`config.mk`:
```
export PLATFORM = sky130hd
export DESIGN_NAME = mbet_front
export DESIGN_NICKNAME = d
export VERILOG_FILES = /design/src/sv/mbet_pkg.sv /design/src/sv/mbet_front.sv
export SDC_FILE = /design/constraint.sdc
export NUM_CORES = 2
export LEC_CHECK = 0
export BUFFER_PORTS_ARGS = -buffer_cell sky130_fd_sc_hd__buf_2
export CAP_MARGIN = 5
export CORE_UTILIZATION = 45
export CTS_CLUSTER_DIAMETER = 50
export DETAILED_ROUTE_END_ITERATION = 10
export GPL_TIMING_DRIVEN = 0
export HOLD_SLACK_MARGIN = 0.05
export PLACE_DENSITY = 0.65
export SLEW_MARGIN = 15
export SYNTH_ARGS = -nofsm -noshare
export SYNTH_HDL_FRONTEND = slang
export SYNTH_SLANG_ARGS = --single-unit
```
`constraint.sdc`:
```
create_clock -name i_clk -period 5.3 [get_ports i_clk]
set_clock_uncertainty 0.05 [all_clocks]
set_input_delay 0.265 -clock i_clk [delete_from_list [all_inputs] [get_ports i_clk]]
set_output_delay 0.265 -clock i_clk [all_outputs]
set_load 0.02 [all_outputs]
```
`src/sv/mbet_pkg.sv`:
```
// Shared constants, register codes and types of the Mandelbrot escape-time block.
package mbet_pkg;

    // Default values of the top-level parameters.
    localparam int DEF_COORD_FRAC_BITS = 28;
    localparam int DEF_COUNT_BITS      = 16;
    localparam int DEF_PIXEL_BITS      = 12;

    // Fixed register and port widths.
    localparam int CFG_DATA_W = 32;
    localparam int CFG_IDX_W  = 3;
    localparam int COORD_W    = 32;
    localparam int STEP_W     = 31;
    localparam int ITER_W     = 16;

    // Depth of the point queue between the mapper and the iteration core.
    localparam int QUEUE_DEPTH = 4;

    // Register indexes on the configuration port.
    typedef enum logic [CFG_IDX_W-1:0] {
        CFG_MIN_RE   = 3'd0,
        CFG_MAX_IM   = 3'd1,
        CFG_X_STEP   = 3'd2,
        CFG_Y_STEP   = 3'd3,
        CFG_MAX_ITER = 3'd4
    } t_cfg_idx;

    // Reset values of the registers.
    localparam logic signed [COORD_W-1:0] RST_MIN_RE   = -32'sd671088640;
    localparam logic signed [COORD_W-1:0] RST_MAX_IM   = 32'sd302055424;
    localparam logic [STEP_W-1:0]         RST_X_STEP   = 31'd629474;
    localparam logic [STEP_W-1:0]         RST_Y_STEP   = 31'd629474;
    localparam logic [ITER_W-1:0]         RST_MAX_ITER = 16'd2500;

    // Window settings used by the coordinate mapper.
    typedef struct packed {
        logic signed [COORD_W-1:0] min_re;
        logic signed [COORD_W-1:0] max_im;
        logic [STEP_W-1:0]         x_step;
        logic [STEP_W-1:0]         y_step;
    } t_map_cfg;

endpackage

```
`src/sv/mbet_front.sv`:
```
// Front end: accepts pixel beats and maps them to points of the complex plane.
module mbet_front #(
    parameter int PIXEL_BITS = mbet_pkg::DEF_PIXEL_BITS,
    parameter int C_W        = PIXEL_BITS + mbet_pkg::STEP_W + 2
) (
    input  logic                   i_clk,
    input  logic                   i_rst_n,
    input  mbet_pkg::t_map_cfg     i_cfg,
    input  logic                   i_pix_valid,
    output logic                   o_pix_ready,
    input  logic [PIXEL_BITS-1:0]  i_col,
    input  logic [PIXEL_BITS-1:0]  i_row,
    output logic                   o_pt_valid,
    input  logic                   i_pt_ready,
    output logic signed [C_W-1:0]  o_c_re,
    output logic signed [C_W-1:0]  o_c_im
);
    import mbet_pkg::*;

    localparam int PROD_W = PIXEL_BITS + STEP_W;

    logic              r_pv;
    logic [PROD_W-1:0] r_re_off;
    logic [PROD_W-1:0] r_im_off;
    logic              pix_acc;

    // The offset stage frees up whenever its point moves into the queue.
    assign o_pix_ready = !r_pv || i_pt_ready;
    assign pix_acc     = i_pix_valid && o_pix_ready;

    always_ff @(posedge i_clk) begin
        if (!i_rst_n) begin
            r_pv <= 1'b0;
        end else if (o_pix_ready) begin
            r_pv <= i_pix_valid;
        end
    end

    // Scale the pixel indexes by the step sizes; the products are exact.
    always_ff @(posedge i_clk) begin
        if (pix_acc) begin
            r_re_off <= PROD_W'(i_col) * PROD_W'(i_cfg.x_step);
            r_im_off <= PROD_W'(i_row) * PROD_W'(i_cfg.y_step);
        end
    end

    // Add the window origin; the sums fit without overflow.
    assign o_pt_valid = r_pv;
    assign o_c_re     = C_W'(i_cfg.min_re) + C_W'(r_re_off);
    assign o_c_im     = C_W'(i_cfg.max_im) - C_W'(r_im_off);

endmodule

```
==> flow_metrics.tcl <==
set metrics [dict create \
    status "finished, violations left" \
    failed_checks "negative setup slack" \
    nNetsFinal 4941 \
    hpwlAfterDp_mm 72.2 \
    die_w_um 264 \
    initial_utilization_pct 45.7 \
    cts_inserted_buffers 9 \
    async_flop_share_pct 0 \
    ant_nets 0 \
    firstDrtPassIters 7 \
    max_cap_violations 0 \
    ys_warn_count 0 \
    wl_mm 88.8 \
    routed_via_density 5.30 \
    antenna_found_initial 8 \
    ys_types 79 \
    grt_pass1_wl_mm 139 \
    io_buffers 245 \
    cts_hold_buf 0 \
    max_freq_ghz 0.185 \
    layout.cells.non_filler 4837 \
    drv_slew 0 \
    ys_ff_latch 87 \
    dr.first_iter.drc_count 2040 \
    path_cells "buf_2, buf_8, nand2_1, fa_1, inv_1, fa_1, fa_1, fa_1, inv_1, fa_1, inv_2, ha_4, a21o_1, a211o_1, a311oi_2, a21oi_2, o2111ai_2, a21oi_2, or3_4, a21oi_4, xnor2_2" \
    finalHoldViolCount 0 \
    final_util_pct 53.8 \
    worstPathMaxFanout 10 \
    worst_setup_path_end_kind "register" \
    drive_gt1_share_pct 16.5 \
    syn_area_sq_mm 0.0308 \
    clock-root-buffer "clkbuf_16" \
    tightest_slew_ns 0.690 \
    clock-sinks 87 \
    die_area_sq_mm 0.0696 \
    gr-total-overflow 0 \
    seq_area_frac_synth_pct 8.44 \
    clockBufferDepth 2 \
    io_pins 246 \
    worst_ep_arrival_time_ns 5.45 \
    clk_latency_ns 0.37 \
    yosys-top-cells-count "inv_1 (714), nand2_1 (633), fa_1 (582), ha_1 (250), and2_1 (236)" \
    fin_crit_ns 5.40 \
    htreeDepth 3 \
    slowest_stage "fa_1" \
    clk_pin_slew_ns 0.09 \
    cts_tree "built" \
    crit_path_max_incr_delay_ns 0.56 \
    core-area_sq_mm 0.0675 \
    min_path_type "in2reg" \
    synth_most_common_cell "inv_1" \
    critPathRequiredTime_ns 5.35 \
    synth.avg_cell_area_sq_um 8.51 \
    start_kind "input pin" \
    post-route-drc-count 0 \
    layout_setup_ws_ns -0.102 \
    cp_common_cell "fa_1" \
    placed_cell_area_sq_mm 0.0333 \
    num_rows 95 \
    relSlewSlack_pct 53.6 \
    grtUsageTotal_pct 25.3 \
    vias 25700 \
    rsz0062_at_grt "true" \
    syn-num-nets 4607 \
    worstSetupPathType "in2reg" \
    ys.flop_type "edfxtp_1" \
    die_h_um 264 \
    place_congestion 0.963 \
    synth_top_area_share_pct 37.8 \
    fin_area_sq_mm 0.0363 \
    dpl.cell_count 4740 \
    wl_per_cell_um 18.4 \
    netlist_instances 3621 \
    synth-edff-count 86 \
    fin_crit_sh_pct 102 \
    grt_pass1_vias 25600 \
    yosys-top-cells-area "fa_1 (38%), ha_1 (10%), inv_1 (8.7%)" \
    setup_violations 6 \
    area_delta_synth_final_pct 17.9 \
    yosysTopAreaCell "fa_1" \
    grt_max_degree 46 \
]
## final timing paths
| check | startpoint | to | slack [ns] | cells past startpoint |
|---|---|---|---|---|
| worst max-delay path | i_cfg[22] | r_im_off[39] | -0.10 | 21 |
| worst min-delay path | i_rst_n | o_pt_valid | 0.09 | 2 |
| worst max register to register | o_pt_valid | r_im_off[18] | 3.66 | 3 |
| worst min register to register | o_pt_valid | o_pt_valid | 0.51 | 2 |
## layout make-up
| type | count | area, sq um |
|---|---|---|
| diodes | 4 | 10.0 |
| plain buffers | 152 | 1680 |
| clock buffers | 9 | 225 |
| clock inverters | 7 | 108 |
| fillers | 6135 | 31200 |
| inverters | 714 | 2680 |
| multi-input cells | 2645 | 25700 |
| flip-flops and latches | 87 | 2600 |
| well taps | 873 | 1090 |
| repair buffers | 346 | 2260 |
## layer usage
layer | track usage (%) | part of all wire, % | vias up
met5 | 0 | 0.062 | -
met4 | 8.47 | 3.5 | 8
met3 | 3.54 | 7.0 | 174
met2 | 38.4 | 43 | 1013
met1 | 37.0 | 46 | 12500
li1 | - | - | 11900
## stage by stage
stage	setup WS, ns	TNS (ns)	hold WS, ns
5_1_grt	-0.223	-1.56	0.0941
6_report	-0.102	-0.213	0.0880
3_5_place_dp	-1.19	-33.59	0.481
4_1_cts	-0.126	-0.596	0.0674
3_3_place_gp	-1.18	-33.08	0.467
2_1_floorplan	-0.0720	-0.0720	0.354
## sequential cells by signal, indices dropped and copies added, names as in the netlist
register and count:
r_im_off 43, r_re_off 43, o_pt_valid 1
## repair_timing
item,CTS,global route
gates resized for setup,290,280
gates cloned,3,3
setup buffers,34,60
pin swaps,51,99
setup endpoints to repair,39,32
## layout by cell type, fill, tap and decap left out, types with 103 or more instances in the layout
| cell | count |
|---|---|
| nand2_1 | 628 |
| inv_1 | 702 |
| buf_2 | 230 |
| a21o_1 | 103 |
| a21oi_1 | 143 |
| and2_1 | 222 |
| nor2_1 | 111 |
| ha_1 | 213 |
| fa_1 | 562 |
| buf_4 | 105 |
## cells by family (layout without fill, tap and decap cells)
group           count (synthesis)  in the layout  share of synthesized area (%)
compound gates                522            522                           11.3
xor+xnor                      151            151                           4.29
fa+ha+maj                     832            832                           47.9
buf+inv                       889           1228                           11.0
flops                          87             87                           8.44
mux                             1              1                         0.0325
other cells                     0              4                              0
simple gates                 1139           1139                           17.0
## worst max-delay path, delay by kind of cell
family          cells  cell delay, ns
fa+ha+maj           6            2.82
xor+xnor            1            0.10
simple gates        2            0.43
compound gates      7            1.36
buf+inv             5            0.45
Power is not shown: default switching activity piles up to over one toggle a cycle in this logic, so the estimate is an artifact.
