`src/sv/mbet_pkg.sv`:
```
// Shared constants, register codes and types of the Mandelbrot escape-time block.
package mbet_pkg;

    // Default values of the top-level parameters.
    localparam int DEF_COORD_FRAC_BITS = 28;
    localparam int DEF_COUNT_BITS      = 16;
    localparam int DEF_PIXEL_BITS      = 12;

    // Fixed register and port widths.
    localparam int CFG_DATA_W = 32;
    localparam int CFG_IDX_W  = 3;
    localparam int COORD_W    = 32;
    localparam int STEP_W     = 31;
    localparam int ITER_W     = 16;

    // Depth of the point queue between the mapper and the iteration core.
    localparam int QUEUE_DEPTH = 4;

    // Register indexes on the configuration port.
    typedef enum logic [CFG_IDX_W-1:0] {
        CFG_MIN_RE   = 3'd0,
        CFG_MAX_IM   = 3'd1,
        CFG_X_STEP   = 3'd2,
        CFG_Y_STEP   = 3'd3,
        CFG_MAX_ITER = 3'd4
    } t_cfg_idx;

    // Reset values of the registers.
    localparam logic signed [COORD_W-1:0] RST_MIN_RE   = -32'sd671088640;
    localparam logic signed [COORD_W-1:0] RST_MAX_IM   = 32'sd302055424;
    localparam logic [STEP_W-1:0]         RST_X_STEP   = 31'd629474;
    localparam logic [STEP_W-1:0]         RST_Y_STEP   = 31'd629474;
    localparam logic [ITER_W-1:0]         RST_MAX_ITER = 16'd2500;

    // Window settings used by the coordinate mapper.
    typedef struct packed {
        logic signed [COORD_W-1:0] min_re;
        logic signed [COORD_W-1:0] max_im;
        logic [STEP_W-1:0]         x_step;
        logic [STEP_W-1:0]         y_step;
    } t_map_cfg;

endpackage

```
`src/sv/mbet_queue.sv`:
```
// Short queue of mapped points between the front end and the iteration core.
module mbet_queue #(
    parameter int DATA_W = 2 * (mbet_pkg::DEF_PIXEL_BITS + mbet_pkg::STEP_W + 2)
) (
    input  logic              i_clk,
    input  logic              i_rst_n,
    input  logic              i_valid,
    output logic              o_ready,
    input  logic [DATA_W-1:0] i_data,
    output logic              o_valid,
    input  logic              i_ready,
    output logic [DATA_W-1:0] o_data
);
    import mbet_pkg::*;

    localparam int PTR_W = $clog2(QUEUE_DEPTH);
    localparam int CNT_W = PTR_W + 1;

    logic [DATA_W-1:0] r_mem [QUEUE_DEPTH];
    logic [PTR_W-1:0]  r_wp;
    logic [PTR_W-1:0]  r_rp;
    logic [CNT_W-1:0]  r_cnt;
    logic              push;
    logic              pop;

    assign o_ready = (r_cnt != CNT_W'(QUEUE_DEPTH));
    assign o_valid = (r_cnt != '0);
    assign push    = i_valid && o_ready;
    assign pop     = o_valid && i_ready;
    assign o_data  = r_mem[r_rp];

    // Entry storage.
    always_ff @(posedge i_clk) begin
        if (push) begin
            r_mem[r_wp] <= i_data;
        end
    end

    // Pointers and fill count; the depth is a power of two so pointers wrap.
    always_ff @(posedge i_clk) begin
        if (!i_rst_n) begin
            r_wp  <= '0;
            r_rp  <= '0;
            r_cnt <= '0;
        end else begin
            if (push) begin
                r_wp <= r_wp + PTR_W'(1);
            end
            if (pop) begin
                r_rp <= r_rp + PTR_W'(1);
            end
            case ({push, pop})
                2'b10:   r_cnt <= r_cnt + CNT_W'(1);
                2'b01:   r_cnt <= r_cnt - CNT_W'(1);
                default: r_cnt <= r_cnt;
            endcase
        end
    end

endmodule

```
`config.mk`:
```
export PLATFORM = sky130hd
export DESIGN_NAME = mbet_queue
export DESIGN_NICKNAME = d
export VERILOG_FILES = /design/src/sv/mbet_pkg.sv /design/src/sv/mbet_queue.sv
export SDC_FILE = /design/constraint.sdc
export NUM_CORES = 1
export LEC_CHECK = 0
export ABC_AREA = 1
export BUFFER_PORTS_ARGS = -buffer_cell sky130_fd_sc_hd__clkbuf_2
export CELL_PAD_IN_SITES_DETAIL_PLACEMENT = 0
export CELL_PAD_IN_SITES_GLOBAL_PLACEMENT = 1
export CORE_UTILIZATION = 43
export CTS_CLUSTER_SIZE = 20
export DETAILED_ROUTE_END_ITERATION = 6
export PLACE_DENSITY = 0.75
export SETUP_SLACK_MARGIN = 0.05
export SLEW_MARGIN = 10
export SYNTH_ARGS = -nofsm -noshare
export SYNTH_HDL_FRONTEND = slang
export SYNTH_SLANG_ARGS = --single-unit
```
`constraint.sdc`:
```
create_clock -name i_clk -period 5.1 [get_ports i_clk]
set_clock_uncertainty 0.15 [all_clocks]
set_input_delay 0.255 -clock i_clk [delete_from_list [all_inputs] [get_ports i_clk]]
set_output_delay 0.255 -clock i_clk [all_outputs]
set_load 0.01 [all_outputs]
```
==> reports/qor.json, run 1 <==
{
  "htree_levels": 2,
  "synth_cells": 938,
  "grt-ovfl-total": 0,
  "post-dp-hpwl_um": 15300,
  "area_of_the_core_um2": 31600,
  "register_area_share_after_synthesis_pct": 79.9,
  "vias_per_cell": 5.17,
  "firstDrtPassIters": 5,
  "min-delay-start": "i_data[9]",
  "timing.slew.headroom_pct": 25.4,
  "unrepaired_setup_endpoints_after_global_routing": "false",
  "worstReg2RegStart": "r_cnt[0]",
  "finalSetupViolCount": 0,
  "finalMaxSlewViolations": 0,
  "outcome": "finished, final reports clean",
  "area_delta_synth_final_pct": 23.9,
  "cts_tree": "done",
  "hold_depth": 2,
  "post-cts-setup-buffers": 0,
  "timing.critical_path.fanout_max": 123,
  "maxClockFrequency_mhz": 287,
  "post_cts_resized": 0,
  "report.final.hold_viol_count": 0,
  "mappedNetlistNets": 1038,
  "setup_crit_start_kind": "flop",
  "die_y_um": 181,
  "grt_pass1_wl_um": 44700,
  "stdcell_count": 1638,
  "setup.worst_path.end_class": "primary output",
  "clockBufferDepth": 3,
  "ff_latch_area_um2": 11000,
  "drt-total-wl_um": 28800,
  "clkSinkCount": 369,
  "synthTopCellsByArea": "sky130_fd_sc_hd__edfxtp_1, sky130_fd_sc_hd__o21ai_0, sky130_fd_sc_hd__nor2_1",
  "final_min_period_over_clock_period_pct": 68.4,
  "cts_made_buffers": 37,
  "timing.critical_path.cells": "inv_6, buf_4, o21ai_0, o22ai_1, clkbuf_2",
  "worst_hold_class": "in -> reg",
  "nets": 1309,
  "hold_end": "r_mem[2][9]",
  "syn-cell-area_um2": 13800,
  "cts.root.buffer_cell": "sky130_fd_sc_hd__clkbuf_16",
  "yosys_register_bits": 369,
  "final_wtd_congestion": 0.727,
  "drcViolationCount": 0,
  "worst_r2r_path_depth": 5,
  "cp_num_buf_inv": 3,
  "route.antenna.remaining_nets": 0,
  "global_route.usage.total_pct": 17.6,
  "initial_core_util_pct": 43.6,
  "grt_pass1_vias": 8492,
  "total_leakage_power_uw": 0.00603,
  "fin_crit_ns": 3.49,
  "place_inst": 1479,
  "filler_cell_count": 2587,
  "synth.lib_cells_used.distinct": 18,
  "max_cap_viol_count": 0,
  "initial_antenna_violation_count": 2,
  "fin_worst_hold_slack_ns": 0.342,
  "port_buffers": 185,
  "synthDominantCellAreaShare_pct": 78.6,
  "crit_required_ns": 4.70,
  "multi_input_area_um2": 2410,
  "synthesis.yosys.warnings": 0,
  "timing_worst_slew_pin_value_ns": 1.12,
  "path_clk_slew_ns": 0.06,
  "initialDrtViolationCount": 489,
  "num_rows": 65,
  "final_layout_size_suffix_gt1_share_pct": 20.2,
  "critPathArrivalTime_ns": 3.08,
  "critical_path_class": "reg -> out",
  "post_synthesis_area_per_instance_um2": 14.7,
  "vdd_ir_drop_max_mv": 0.295,
  "clk-insertion-delay-late_ns": 0.51,
  "ctsHoldBuffers": 93,
  "ff2ff_setup_slack_ns": 2.38,
  "dieWidth_um": 181,
  "timing.critical_path.slowest_cell_delay_ns": 0.74,
  "cellPowerDensity_nw_per_um2": 463,
  "via_count": 8463,
  "critical-path-top-delay-family": "buffers and inverters",
  "grt_start_max_net_pins": 124,
  "rr_endpoint": "r_mem[3][13]",
  "boundaryPins": 186,
  "die_area_um2": 32700,
  "cp_slowest_cell": "sky130_fd_sc_hd__inv_6",
  "synth_largest_area_cell": "sky130_fd_sc_hd__edfxtp_1",
  "post_drt_wl_per_cell_um": 17.6
}
[stage by stage]
stage | utilization (%) | setup TNS [ns] | total power (uW) | setup slack (ns) | area [um2]
floorplan | - | -17.56 | 4840 | -0.0488 | 13800
global placement | 47.6 | 0 | 5460 | 2.18 | 15000
detailed placement | 47.6 | 0 | 5490 | 2.11 | 15000
CTS | 54.0 | 0 | 8000 | 1.55 | 17000
global route | 54.0 | 0 | 8290 | 1.36 | 17000
finish | 54.0 | 0 | 7900 | 1.61 | 17000
[registers in the layout (all words and copies together) (netlist names), named ones only]
register / flops
r_wp: 2
r_mem: 360
r_cnt: 3
r_rp: 2
[layer usage]
layer  GRT usage, %  routed length (um)  vias to the layer above
li1               -                   -                     4070
met1           21.2               12100                     4147
met2           31.5               14500                      198
met3           3.87                1670                       46
met4           5.09                 546                        2
met5              0                  10                        -
[synth_stat cells]
library cell               count
sky130_fd_sc_hd__ha_1          5
sky130_fd_sc_hd__fa_1          1
sky130_fd_sc_hd__edfxtp_1    360
sky130_fd_sc_hd__buf_4         2
sky130_fd_sc_hd__clkbuf_1     44
sky130_fd_sc_hd__o21ai_1      10
sky130_fd_sc_hd__a21oi_1       5
sky130_fd_sc_hd__inv_1        17
sky130_fd_sc_hd__inv_6         1
sky130_fd_sc_hd__o21ai_0     172
sky130_fd_sc_hd__buf_6        10
sky130_fd_sc_hd__nand2_1      15
sky130_fd_sc_hd__dfxtp_1       9
sky130_fd_sc_hd__nor2_1      190
sky130_fd_sc_hd__buf_2         1
sky130_fd_sc_hd__o22ai_1      90
sky130_fd_sc_hd__nand3_1       5
sky130_fd_sc_hd__buf_12        1
[worst max-delay path by stage]
stage / from / end / slack [ns] / cells after the start
after floorplan: r_cnt[1] / r_mem[0][0] / -0.05 / 4
after global placement: flop / o_data[76] / 2.18 / 5
after detailed placement: flop / o_data[76] / 2.11 / 5
after CTS: flop / o_data[73] / 1.55 / 4
after global routing: flop / o_data[76] / 1.36 / 5
final: flop / o_data[76] / 1.61 / 5
[where the power goes]
| part | internal [uW] | switching [uW] |
|---|---|---|
| sequential | 3600 | 106 |
| clock | 1390 | 1060 |
| combinational | 588 | 1150 |
| total | 5580 | 2320 |
[final cells by class]
cell class                      count  area share [%]
Antenna cell                        1          0.0147
Clock buffer                       47            5.65
Clock inverter                     18           0.756
Inverter                           18           0.426
Multi-Input combinational cell    493            14.1
Sequential cell                   369            64.5
Tap cell                          402            2.95
Timing Repair Buffer              290            11.6
[cells by family (layout without fill, tap and decap cells)]
logic type                 Yosys count  in the layout  share of synthesized area [%]
other                                0              1                              0
buffers and inverters               76            373                           2.84
DFF                                369            369                           79.9
AOI/OAI and AO/OA                  277            277                           10.9
and+or+nand+nor                    210            210                           5.78
adders and majority gates            6              6                          0.600
[cells in the final DEF, fill, tap and decap left out, types with 2 or more instances in the layout]
| master | instances |
|---|---|
| sky130_fd_sc_hd__dlygate4sd3_1 | 93 |
| sky130_fd_sc_hd__nor2_4 | 4 |
| sky130_fd_sc_hd__o22ai_1 | 90 |
| sky130_fd_sc_hd__clkinv_8 | 2 |
| sky130_fd_sc_hd__clkbuf_1 | 10 |
| sky130_fd_sc_hd__clkinv_1 | 10 |
| sky130_fd_sc_hd__o21ai_1 | 10 |
| sky130_fd_sc_hd__clkbuf_16 | 37 |
| sky130_fd_sc_hd__inv_1 | 16 |
| sky130_fd_sc_hd__o21ai_0 | 172 |
| sky130_fd_sc_hd__clkbuf_2 | 185 |
| sky130_fd_sc_hd__buf_12 | 2 |
| sky130_fd_sc_hd__nand3_1 | 5 |
| sky130_fd_sc_hd__ha_1 | 5 |
| sky130_fd_sc_hd__nand2_1 | 15 |
| sky130_fd_sc_hd__buf_4 | 10 |
| sky130_fd_sc_hd__edfxtp_1 | 360 |
| sky130_fd_sc_hd__dfxtp_1 | 7 |
| sky130_fd_sc_hd__nor2_1 | 186 |
| sky130_fd_sc_hd__clkinv_2 | 4 |
| sky130_fd_sc_hd__inv_6 | 2 |
| sky130_fd_sc_hd__a21oi_1 | 5 |
Note: power is estimated with default switching activity, not from simulation.
==> run 2, diff against run 1 <==
--- a/config.mk
+++ b/config.mk
@@ -9,10 +9,10 @@
 export BUFFER_PORTS_ARGS = -buffer_cell sky130_fd_sc_hd__clkbuf_2
 export CELL_PAD_IN_SITES_DETAIL_PLACEMENT = 0
 export CELL_PAD_IN_SITES_GLOBAL_PLACEMENT = 1
-export CORE_UTILIZATION = 43
+export CORE_UTILIZATION = 47
 export CTS_CLUSTER_SIZE = 20
 export DETAILED_ROUTE_END_ITERATION = 6
-export PLACE_DENSITY = 0.75
+export PLACE_DENSITY = 0.78
 export SETUP_SLACK_MARGIN = 0.05
 export SLEW_MARGIN = 10
 export SYNTH_ARGS = -nofsm -noshare
==> constraint.sdc (replaced) <==
create_clock -name i_clk -period 3.3 [get_ports i_clk]
set_clock_uncertainty 0.15 [all_clocks]
set_input_delay 0.165 -clock i_clk [delete_from_list [all_inputs] [get_ports i_clk]]
set_output_delay 0.165 -clock i_clk [all_outputs]
set_load 0.01 [all_outputs]
==> run 2 against run 1 <==
  * Power grew 59%
  * Critical path depth decreased by 1
  * Hold slack got worse by 0.084 ns
  * Largest cell class unchanged
  * Worst setup slack lost 1.1 ns
==> reports/qor.json, run 2 (synthesis results as in run 1) <==
{
  "max_cap_viol_count": {"value": 0, "change": "unchanged"},
  "drcViolationCount": {"value": 0, "change": "unchanged"},
  "finalMaxSlewViolations": {"value": 0, "change": "unchanged"},
  "timing.critical_path.fanout_max": {"value": 38, "change": "-69%"},
  "filler_cell_count": {"value": 2259, "change": "-13%"},
  "clkSinkCount": {"value": 369, "change": "unchanged"},
  "top_register": "r_mem",
  "global_route.usage.total": {"value": 19.5, "unit": "%", "change": "+2.0 points"},
  "stdcell_count": {"value": 1626, "change": "-0.73%"},
  "die_area": {"value": 30000, "unit": "um2", "change": "-8.4%"},
  "initial_core_util": {"value": 47.8, "unit": "%", "change": "+4.2 points"},
  "clk-insertion-delay-late": {"value": 0.52, "unit": "ns", "change": "about the same"},
  "final_common_cell": "sky130_fd_sc_hd__edfxtp_1",
  "via_count": {"value": 8588, "change": "+1.5%"},
  "critical-path-top-delay-family": "flip-flops",
  "reg_top3": "r_mem: 360 flops, r_cnt: 3 flops",
  "place_inst": {"value": 1467, "change": "-0.81%"},
  "cts_made_buffers": {"value": 38, "change": "+2.7%"},
  "area_of_the_core": {"value": 28800, "unit": "um2", "change": "-8.8%"},
  "vias_per_cell": {"value": 5.28, "change": "+2.2%"},
  "finalSetupViolCount": {"value": 0, "change": "unchanged"},
  "grt_start_max_net_pins": {"value": 93, "change": "-25%"},
  "overall_power_of_the_completed_layout": {"value": 12600, "unit": "uW", "change": "+59%"},
  "post_cts_resized": {"value": 0, "change": "unchanged"},
  "timing.critical_path.slowest_cell_delay": {"value": 0.82, "unit": "ns", "change": "+0.08 ns"},
  "firstDrtPassIters": {"value": 4, "change": "-1"},
  "setup.worst_path.end_class": "primary output",
  "maxClockFrequency_mhz": 359,
  "worst_hold_class": "in -> reg",
  "final_min_period_over_clock_period_pct": 84.4,
  "post_drt_wl_per_cell": {"value": 17.9, "unit": "um", "change": "+1.4%"},
  "htree_levels": {"value": 2, "change": "unchanged"},
  "initial_antenna_violation_count": {"value": 0, "change": "-2"},
  "clockBufferDepth": {"value": 3, "change": "unchanged"},
  "post-dp-hpwl": {"value": 15700, "unit": "um", "change": "+2.8%"},
  "cts_tree": "done",
  "path_clk_slew": {"value": 0.06, "unit": "ns", "change": "about the same"},
  "initialDrtViolationCount": {"value": 652, "change": "+33%"},
  "grt-ovfl-total": {"value": 0, "change": "unchanged"},
  "fin_worst_hold_slack": {"value": 0.258, "unit": "ns", "change": "-0.0841 ns"},
  "vdd_ir_drop_max": {"value": 0.473, "unit": "mV", "change": "+60%"},
  "post-cts-setup-buffers": {"value": 0, "change": "unchanged"},
  "grt_pass1_vias": {"value": 8594, "change": "+1.2%"},
  "report.final.hold_viol_count": {"value": 0, "change": "unchanged"},
  "total_leakage_power": {"value": 0.00613, "unit": "uW", "change": "+1.6%"},
  "drt-total-wl": {"value": 29000, "unit": "um", "change": "+0.64%"},
  "timing_worst_slew_pin_value": {"value": 0.768, "unit": "ns", "change": "-0.351 ns"},
  "layout_common_cells": "sky130_fd_sc_hd__edfxtp_1, sky130_fd_sc_hd__nor2_1, sky130_fd_sc_hd__clkbuf_2",
  "dieWidth": {"value": 173, "unit": "um", "change": "-4.3%"},
  "critPathArrivalTime": {"value": 2.47, "unit": "ns", "change": "-0.61 ns"},
  "unrepaired_setup_endpoints_after_global_routing": "false",
  "boundaryPins": {"value": 186, "change": "unchanged"},
  "nets": {"value": 1316, "change": "+0.53%"},
  "setup_tns": {"value": 0, "unit": "ns", "change": "unchanged"},
  "grt_pass1_wl": {"value": 46000, "unit": "um", "change": "+2.8%"},
  "finish.instance_area": {"value": 17200, "unit": "um2", "change": "+1.0%"},
  "setup_crit_start_kind": "flop",
  "timing.critical_path.cells": "buf_4, o21ai_0, o22ai_1, clkbuf_2",
  "port_buffers": {"value": 185, "change": "unchanged"},
  "outcome": "finished, final reports clean",
  "critical_path_class": "reg -> out",
  "num_rows": {"value": 62, "change": "-4.6%"},
  "crit_required": {"value": 2.98, "unit": "ns", "change": "-1.72 ns"},
  "cp_slowest_cell": "sky130_fd_sc_hd__dfxtp_2",
  "timing.slew.headroom": {"value": 48.8, "unit": "%", "change": "+23 points"},
  "diodes": {"value": 0, "change": "-1"},
  "cp_num_buf_inv": {"value": 2, "change": "-1"},
  "area_delta_synth_final_pct": 25.2,
  "placed_cell_area": {"value": 15100, "unit": "um2", "change": "+0.48%"},
  "die_y": {"value": 173, "unit": "um", "change": "-4.3%"},
  "cellPowerDensity": {"value": 731, "unit": "nW/um2", "change": "+58%"},
  "largest_reg_flops": {"value": 360, "change": "unchanged"},
  "final_wtd_congestion": {"value": 0.690, "change": "-5.2%"},
  "fin_crit_ns": 2.78,
  "cts.root.buffer_cell": "sky130_fd_sc_hd__clkbuf_16",
  "final_layout_size_suffix_gt1_share": {"value": 20.9, "unit": "%", "change": "+0.61 points"},
  "route.antenna.remaining_nets": {"value": 0, "change": "unchanged"}
}
run 2: path summary, 6_finish.rpt:
check / startpoint / end / slack, ns / cells after the start
max: flop / o_data[9] / 0.52 / 4
max reg2reg: r_cnt[1] / r_cnt[2] / 1.06 / 12
min: i_data[88] / r_mem[3][88] / 0.26 / 2
min reg2reg: r_wp[1] / r_wp[1] / 0.36 / 2
run 2: what timing repair did:
action                                  4_1_cts  5_1_grt
hold endpoints to repair                    369        0
hold buffers                                 93        0
endpoints found under the setup margin        0        0
run 2: report_power, final:
group / switching [uW] / internal, uW
combinational: 1830 / 961
sequential: 142 / 5570
clock: 1630 / 2450
total: 3600 / 8980
run 2: worst register-to-register path, cell delays in order, from the launching register on:
cell	delay [ns]
sky130_fd_sc_hd__dfxtp_1	0.32
sky130_fd_sc_hd__nor2_1	0.14
sky130_fd_sc_hd__nand2_1	0.12
sky130_fd_sc_hd__nand2_1	0.38
sky130_fd_sc_hd__ha_1	0.26
sky130_fd_sc_hd__inv_1	0.07
sky130_fd_sc_hd__fa_1	0.39
sky130_fd_sc_hd__inv_1	0.06
sky130_fd_sc_hd__nand2_1	0.04
sky130_fd_sc_hd__nand3_1	0.08
sky130_fd_sc_hd__nand2_1	0.06
sky130_fd_sc_hd__nand2_1	0.05
sky130_fd_sc_hd__nor2_1	0.03
run 2: layout make-up:
cell class | count | area (um2) | area share (%)
repair buffers | 296 | 2070 | 12.0
multi-input cells | 493 | 2410 | 14.0
clock inverters | 12 | 101 | 0.589
flip-flops and latches | 369 | 11000 | 63.9
well taps | 384 | 480 | 2.79
clock buffers | 54 | 1090 | 6.36
inverters | 18 | 72.6 | 0.421
run 2: per-stage QoR:
step	util [%]	worst slack, ns
global placement	52.4	1.05
global route	59.8	0.334
CTS	59.8	0.458
detailed placement	52.4	1.02
floorplan	-	-0.379
finish	59.8	0.515
run 2: metal layers:
metal  wire [um]  part of all wire, %  track usage [%]
met2       14100                   49             32.6
met3        1520                  5.2             3.61
met4         515                  1.8             5.20
met5           0                    0                0
met1       12900                   44             26.4
==> run 3, diff against run 2 <==
==> constraint.sdc (replaced) <==
create_clock -name i_clk -period 2.8 [get_ports i_clk]
set_clock_uncertainty 0.15 [all_clocks]
set_input_delay 0.14 -clock i_clk [delete_from_list [all_inputs] [get_ports i_clk]]
set_output_delay 0.14 -clock i_clk [all_outputs]
set_load 0.01 [all_outputs]
==> run 3 against run 2 <==
  * Hold slack lost 0.020 ns
  * Critical endpoint is now o_data[17]
  * Worst setup slack got worse by 0.21 ns
  * Register-to-register slack worse by 0.22 ns
  * Routed wire length increased by 0.54%
  * Critical path type unchanged
  * Final area increased by 0.16%
  * First-iteration DRC count down 1.8%
  * Power is 17% higher
==> reports/qor.json, run 3 (synthesis results as in run 1) <==
{
  "utilization": {"value": 59.9, "unit": "%", "change": "+0.096 points"},
  "post_drt_wl_per_cell": {"value": 17.9, "unit": "um", "change": "+0.29%"},
  "cellPowerDensity": {"value": 856, "unit": "nW/um2", "change": "+17%"},
  "timing.slew.headroom": {"value": 46.4, "unit": "%", "change": "-2.4 points"},
  "grt-ovfl-total": {"value": 0, "change": "unchanged"},
  "port_buffers": {"value": 185, "change": "unchanged"},
  "route.antenna.remaining_nets": {"value": 0, "change": "unchanged"},
  "rr_endpoint": "r_mem[0][19]",
  "gr-usage-met2": {"value": 33.4, "unit": "%", "change": "+0.77 points"},
  "setup_crit_start_kind": "flop",
  "crit_required": {"value": 2.51, "unit": "ns", "change": "-0.47 ns"},
  "outcome": "finished, final reports clean",
  "final_wtd_congestion": {"value": 0.738, "change": "+7.1%"},
  "critPathArrivalTime": {"value": 2.20, "unit": "ns", "change": "-0.27 ns"},
  "dieWidth": {"value": 173, "unit": "um", "change": "unchanged"},
  "timing_worst_slew_pin_value": {"value": 0.805, "unit": "ns", "change": "+0.0366 ns"},
  "initial_antenna_violation_count": {"value": 1, "change": "+1"},
  "setup.worst_path.end_class": "primary output",
  "area_of_the_core": {"value": 28800, "unit": "um2", "change": "unchanged"},
  "clockBufferDepth": {"value": 3, "change": "unchanged"},
  "worst_hold_class": "in -> reg",
  "finalMaxSlewViolations": {"value": 0, "change": "unchanged"},
  "global_route.usage.total": {"value": 19.5, "unit": "%", "change": "about the same"},
  "cp-endpoint": "o_data[17]",
  "firstDrtPassIters": {"value": 5, "change": "+1"},
  "grt_pass1_vias": {"value": 8706, "change": "+1.3%"},
  "cts.root.buffer_cell": "sky130_fd_sc_hd__clkbuf_16",
  "largest_reg_flops": {"value": 360, "change": "unchanged"},
  "top_register": "r_mem",
  "met3_resource_use_gr": {"value": 3.43, "unit": "%", "change": "-0.18 points"},
  "worst_r2r_path_depth": {"value": 6, "change": "-6"},
  "unrepaired_setup_endpoints_after_global_routing": "false",
  "area_delta_synth_final_pct": 25.4,
  "die_y": {"value": 173, "unit": "um", "change": "unchanged"},
  "grt_util_met1": {"value": 25.8, "unit": "%", "change": "-0.64 points"},
  "final_common_cell": "sky130_fd_sc_hd__edfxtp_1",
  "critical_path_class": "reg -> out",
  "drt-total-wl": {"value": 29200, "unit": "um", "change": "+0.54%"},
  "report.final.hold_viol_count": {"value": 0, "change": "unchanged"},
  "clk-insertion-delay-late": {"value": 0.50, "unit": "ns", "change": "-0.02 ns"},
  "initialDrtViolationCount": {"value": 640, "change": "-1.8%"},
  "reg_top3": "r_mem: 360 flops, r_cnt: 3 flops",
  "post-dp-hpwl": {"value": 15100, "unit": "um", "change": "-3.6%"},
  "fin_worst_hold_slack": {"value": 0.238, "unit": "ns", "change": "-0.0204 ns"},
  "grt_start_max_net_pins": {"value": 181, "change": "+95%"},
  "final_layout_size_suffix_gt1_share": {"value": 20.6, "unit": "%", "change": "-0.29 points"},
  "path_clk_slew": {"value": 0.06, "unit": "ns", "change": "about the same"},
  "max_cap_viol_count": {"value": 0, "change": "unchanged"},
  "fin_crit_ns": 2.49,
  "layout_common_cells": "sky130_fd_sc_hd__edfxtp_1, sky130_fd_sc_hd__nor2_1, sky130_fd_sc_hd__clkbuf_2",
  "setup_tns": {"value": 0, "unit": "ns", "change": "unchanged"},
  "boundaryPins": {"value": 186, "change": "unchanged"},
  "timing.critical_path.fanout_max": {"value": 180, "change": "+370%"},
  "nets": {"value": 1316, "change": "unchanged"},
  "overall_power_of_the_completed_layout": {"value": 14800, "unit": "uW", "change": "+17%"},
  "timing.critical_path.slowest_cell_delay": {"value": 0.49, "unit": "ns", "change": "-0.33 ns"},
  "final_min_period_over_clock_period_pct": 89.0,
  "cts_made_buffers": {"value": 38, "change": "unchanged"},
  "die_area": {"value": 30000, "unit": "um2", "change": "unchanged"},
  "drcViolationCount": {"value": 0, "change": "unchanged"},
  "filler_cell_count": {"value": 2193, "change": "-2.9%"},
  "layer_with_the_highest_usage_after_global_routing": "met2",
  "vias_per_cell": {"value": 5.27, "change": "-0.13%"},
  "via_count": {"value": 8598, "change": "+0.12%"},
  "num_rows": {"value": 62, "change": "unchanged"},
  "worstReg2RegStart": "r_cnt[1]",
  "cts_tree": "done",
  "vdd_ir_drop_max": {"value": 0.532, "unit": "mV", "change": "+12%"},
  "finalSetupViolCount": {"value": 0, "change": "unchanged"},
  "initial_core_util": {"value": 47.8, "unit": "%", "change": "unchanged"},
  "clkSinkCount": {"value": 369, "change": "unchanged"},
  "htree_levels": {"value": 2, "change": "unchanged"},
  "cp_slowest_cell": "sky130_fd_sc_hd__buf_12",
  "grt_pass1_wl": {"value": 45800, "unit": "um", "change": "-0.42%"},
  "ff2ff_setup_slack": {"value": 0.84, "unit": "ns", "change": "-0.22 ns"},
  "timing.critical_path.cells": "buf_12, o21ai_0, o22ai_1, clkbuf_2",
  "maxClockFrequency_mhz": 401,
  "total_leakage_power": {"value": 0.00614, "unit": "uW", "change": "about the same"}
}
## run 3: cell types whose count changed in the layout (fill, tap and decap cells not counted), sizes merged
cell,delta
dlygate4sd3,+1
inv,+1
clkinv,+5
buf,-1
diode,+1
clkbuf,-3
## run 3: how the worst min path moves through the flow
stage	start	to	slack, ns	cells past startpoint
2_1_floorplan	i_data[0]	r_mem[0][0]	0.09	0
3_3_place_gp	i_data[5]	r_mem[0][5]	0.21	1
3_5_place_dp	i_data[0]	r_mem[2][0]	0.21	1
4_1_cts	i_data[56]	r_mem[0][56]	0.21	2
5_1_grt	i_data[58]	r_mem[3][58]	0.23	2
6_report	i_data[51]	r_mem[3][51]	0.24	2
## run 3: stage by stage
stage / instances / cell area [um2] / worst slack [ns]
after floorplan: 938 / 13800 / -0.879
after global routing: 1630 / 17200 / 0.177
after detailed placement: 1466 / 15100 / 0.846
after global placement: 1466 / 15100 / 0.881
final: 1630 / 17200 / 0.308
after CTS: 1629 / 17200 / 0.313
## run 3: power breakdown
group	leakage [uW]	internal, uW	switching, uW
logic	0.00219	1160	2220
registers	0.00338	6560	107
clock network	0.000568	2780	1930
total	0.00614	10500	4260
## run 3: area by class of cell
class / instances / area [um2] / area share (%)
Clock inverter: 18 / 128 / 0.740
Timing Repair Buffer: 296 / 2120 / 12.3
Tap cell: 384 / 480 / 2.79
Multi-Input combinational cell: 493 / 2410 / 14.0
Inverter: 18 / 72.6 / 0.421
Antenna cell: 1 / 2.50 / 0.0145
Sequential cell: 369 / 11000 / 63.8
Clock buffer: 51 / 1040 / 6.04
## run 3: critical path, delay by kind of cell (launching register included)
| kind | cells | cell delay (ns) |
|---|---|---|
| buf+inv | 2 | 0.65 |
| flops | 1 | 0.38 |
| compound gates | 2 | 0.49 |
## run 3: repair_timing
action | 4_1_cts | 5_1_grt
hold buffers | 94 | 0
endpoints found under the hold margin | 369 | 0
resized for setup | 0 | 0
setup endpoints to repair | 0 | 0
buffers inserted | 0 | 0
## run 3: layer usage
metal / part of all wire (%) / up-vias
met2: 50 / 256
li1: - / 4094
met3: 5.7 / 45
met5: 0 / -
met1: 43 / 4203
met4: 1.9 / 0
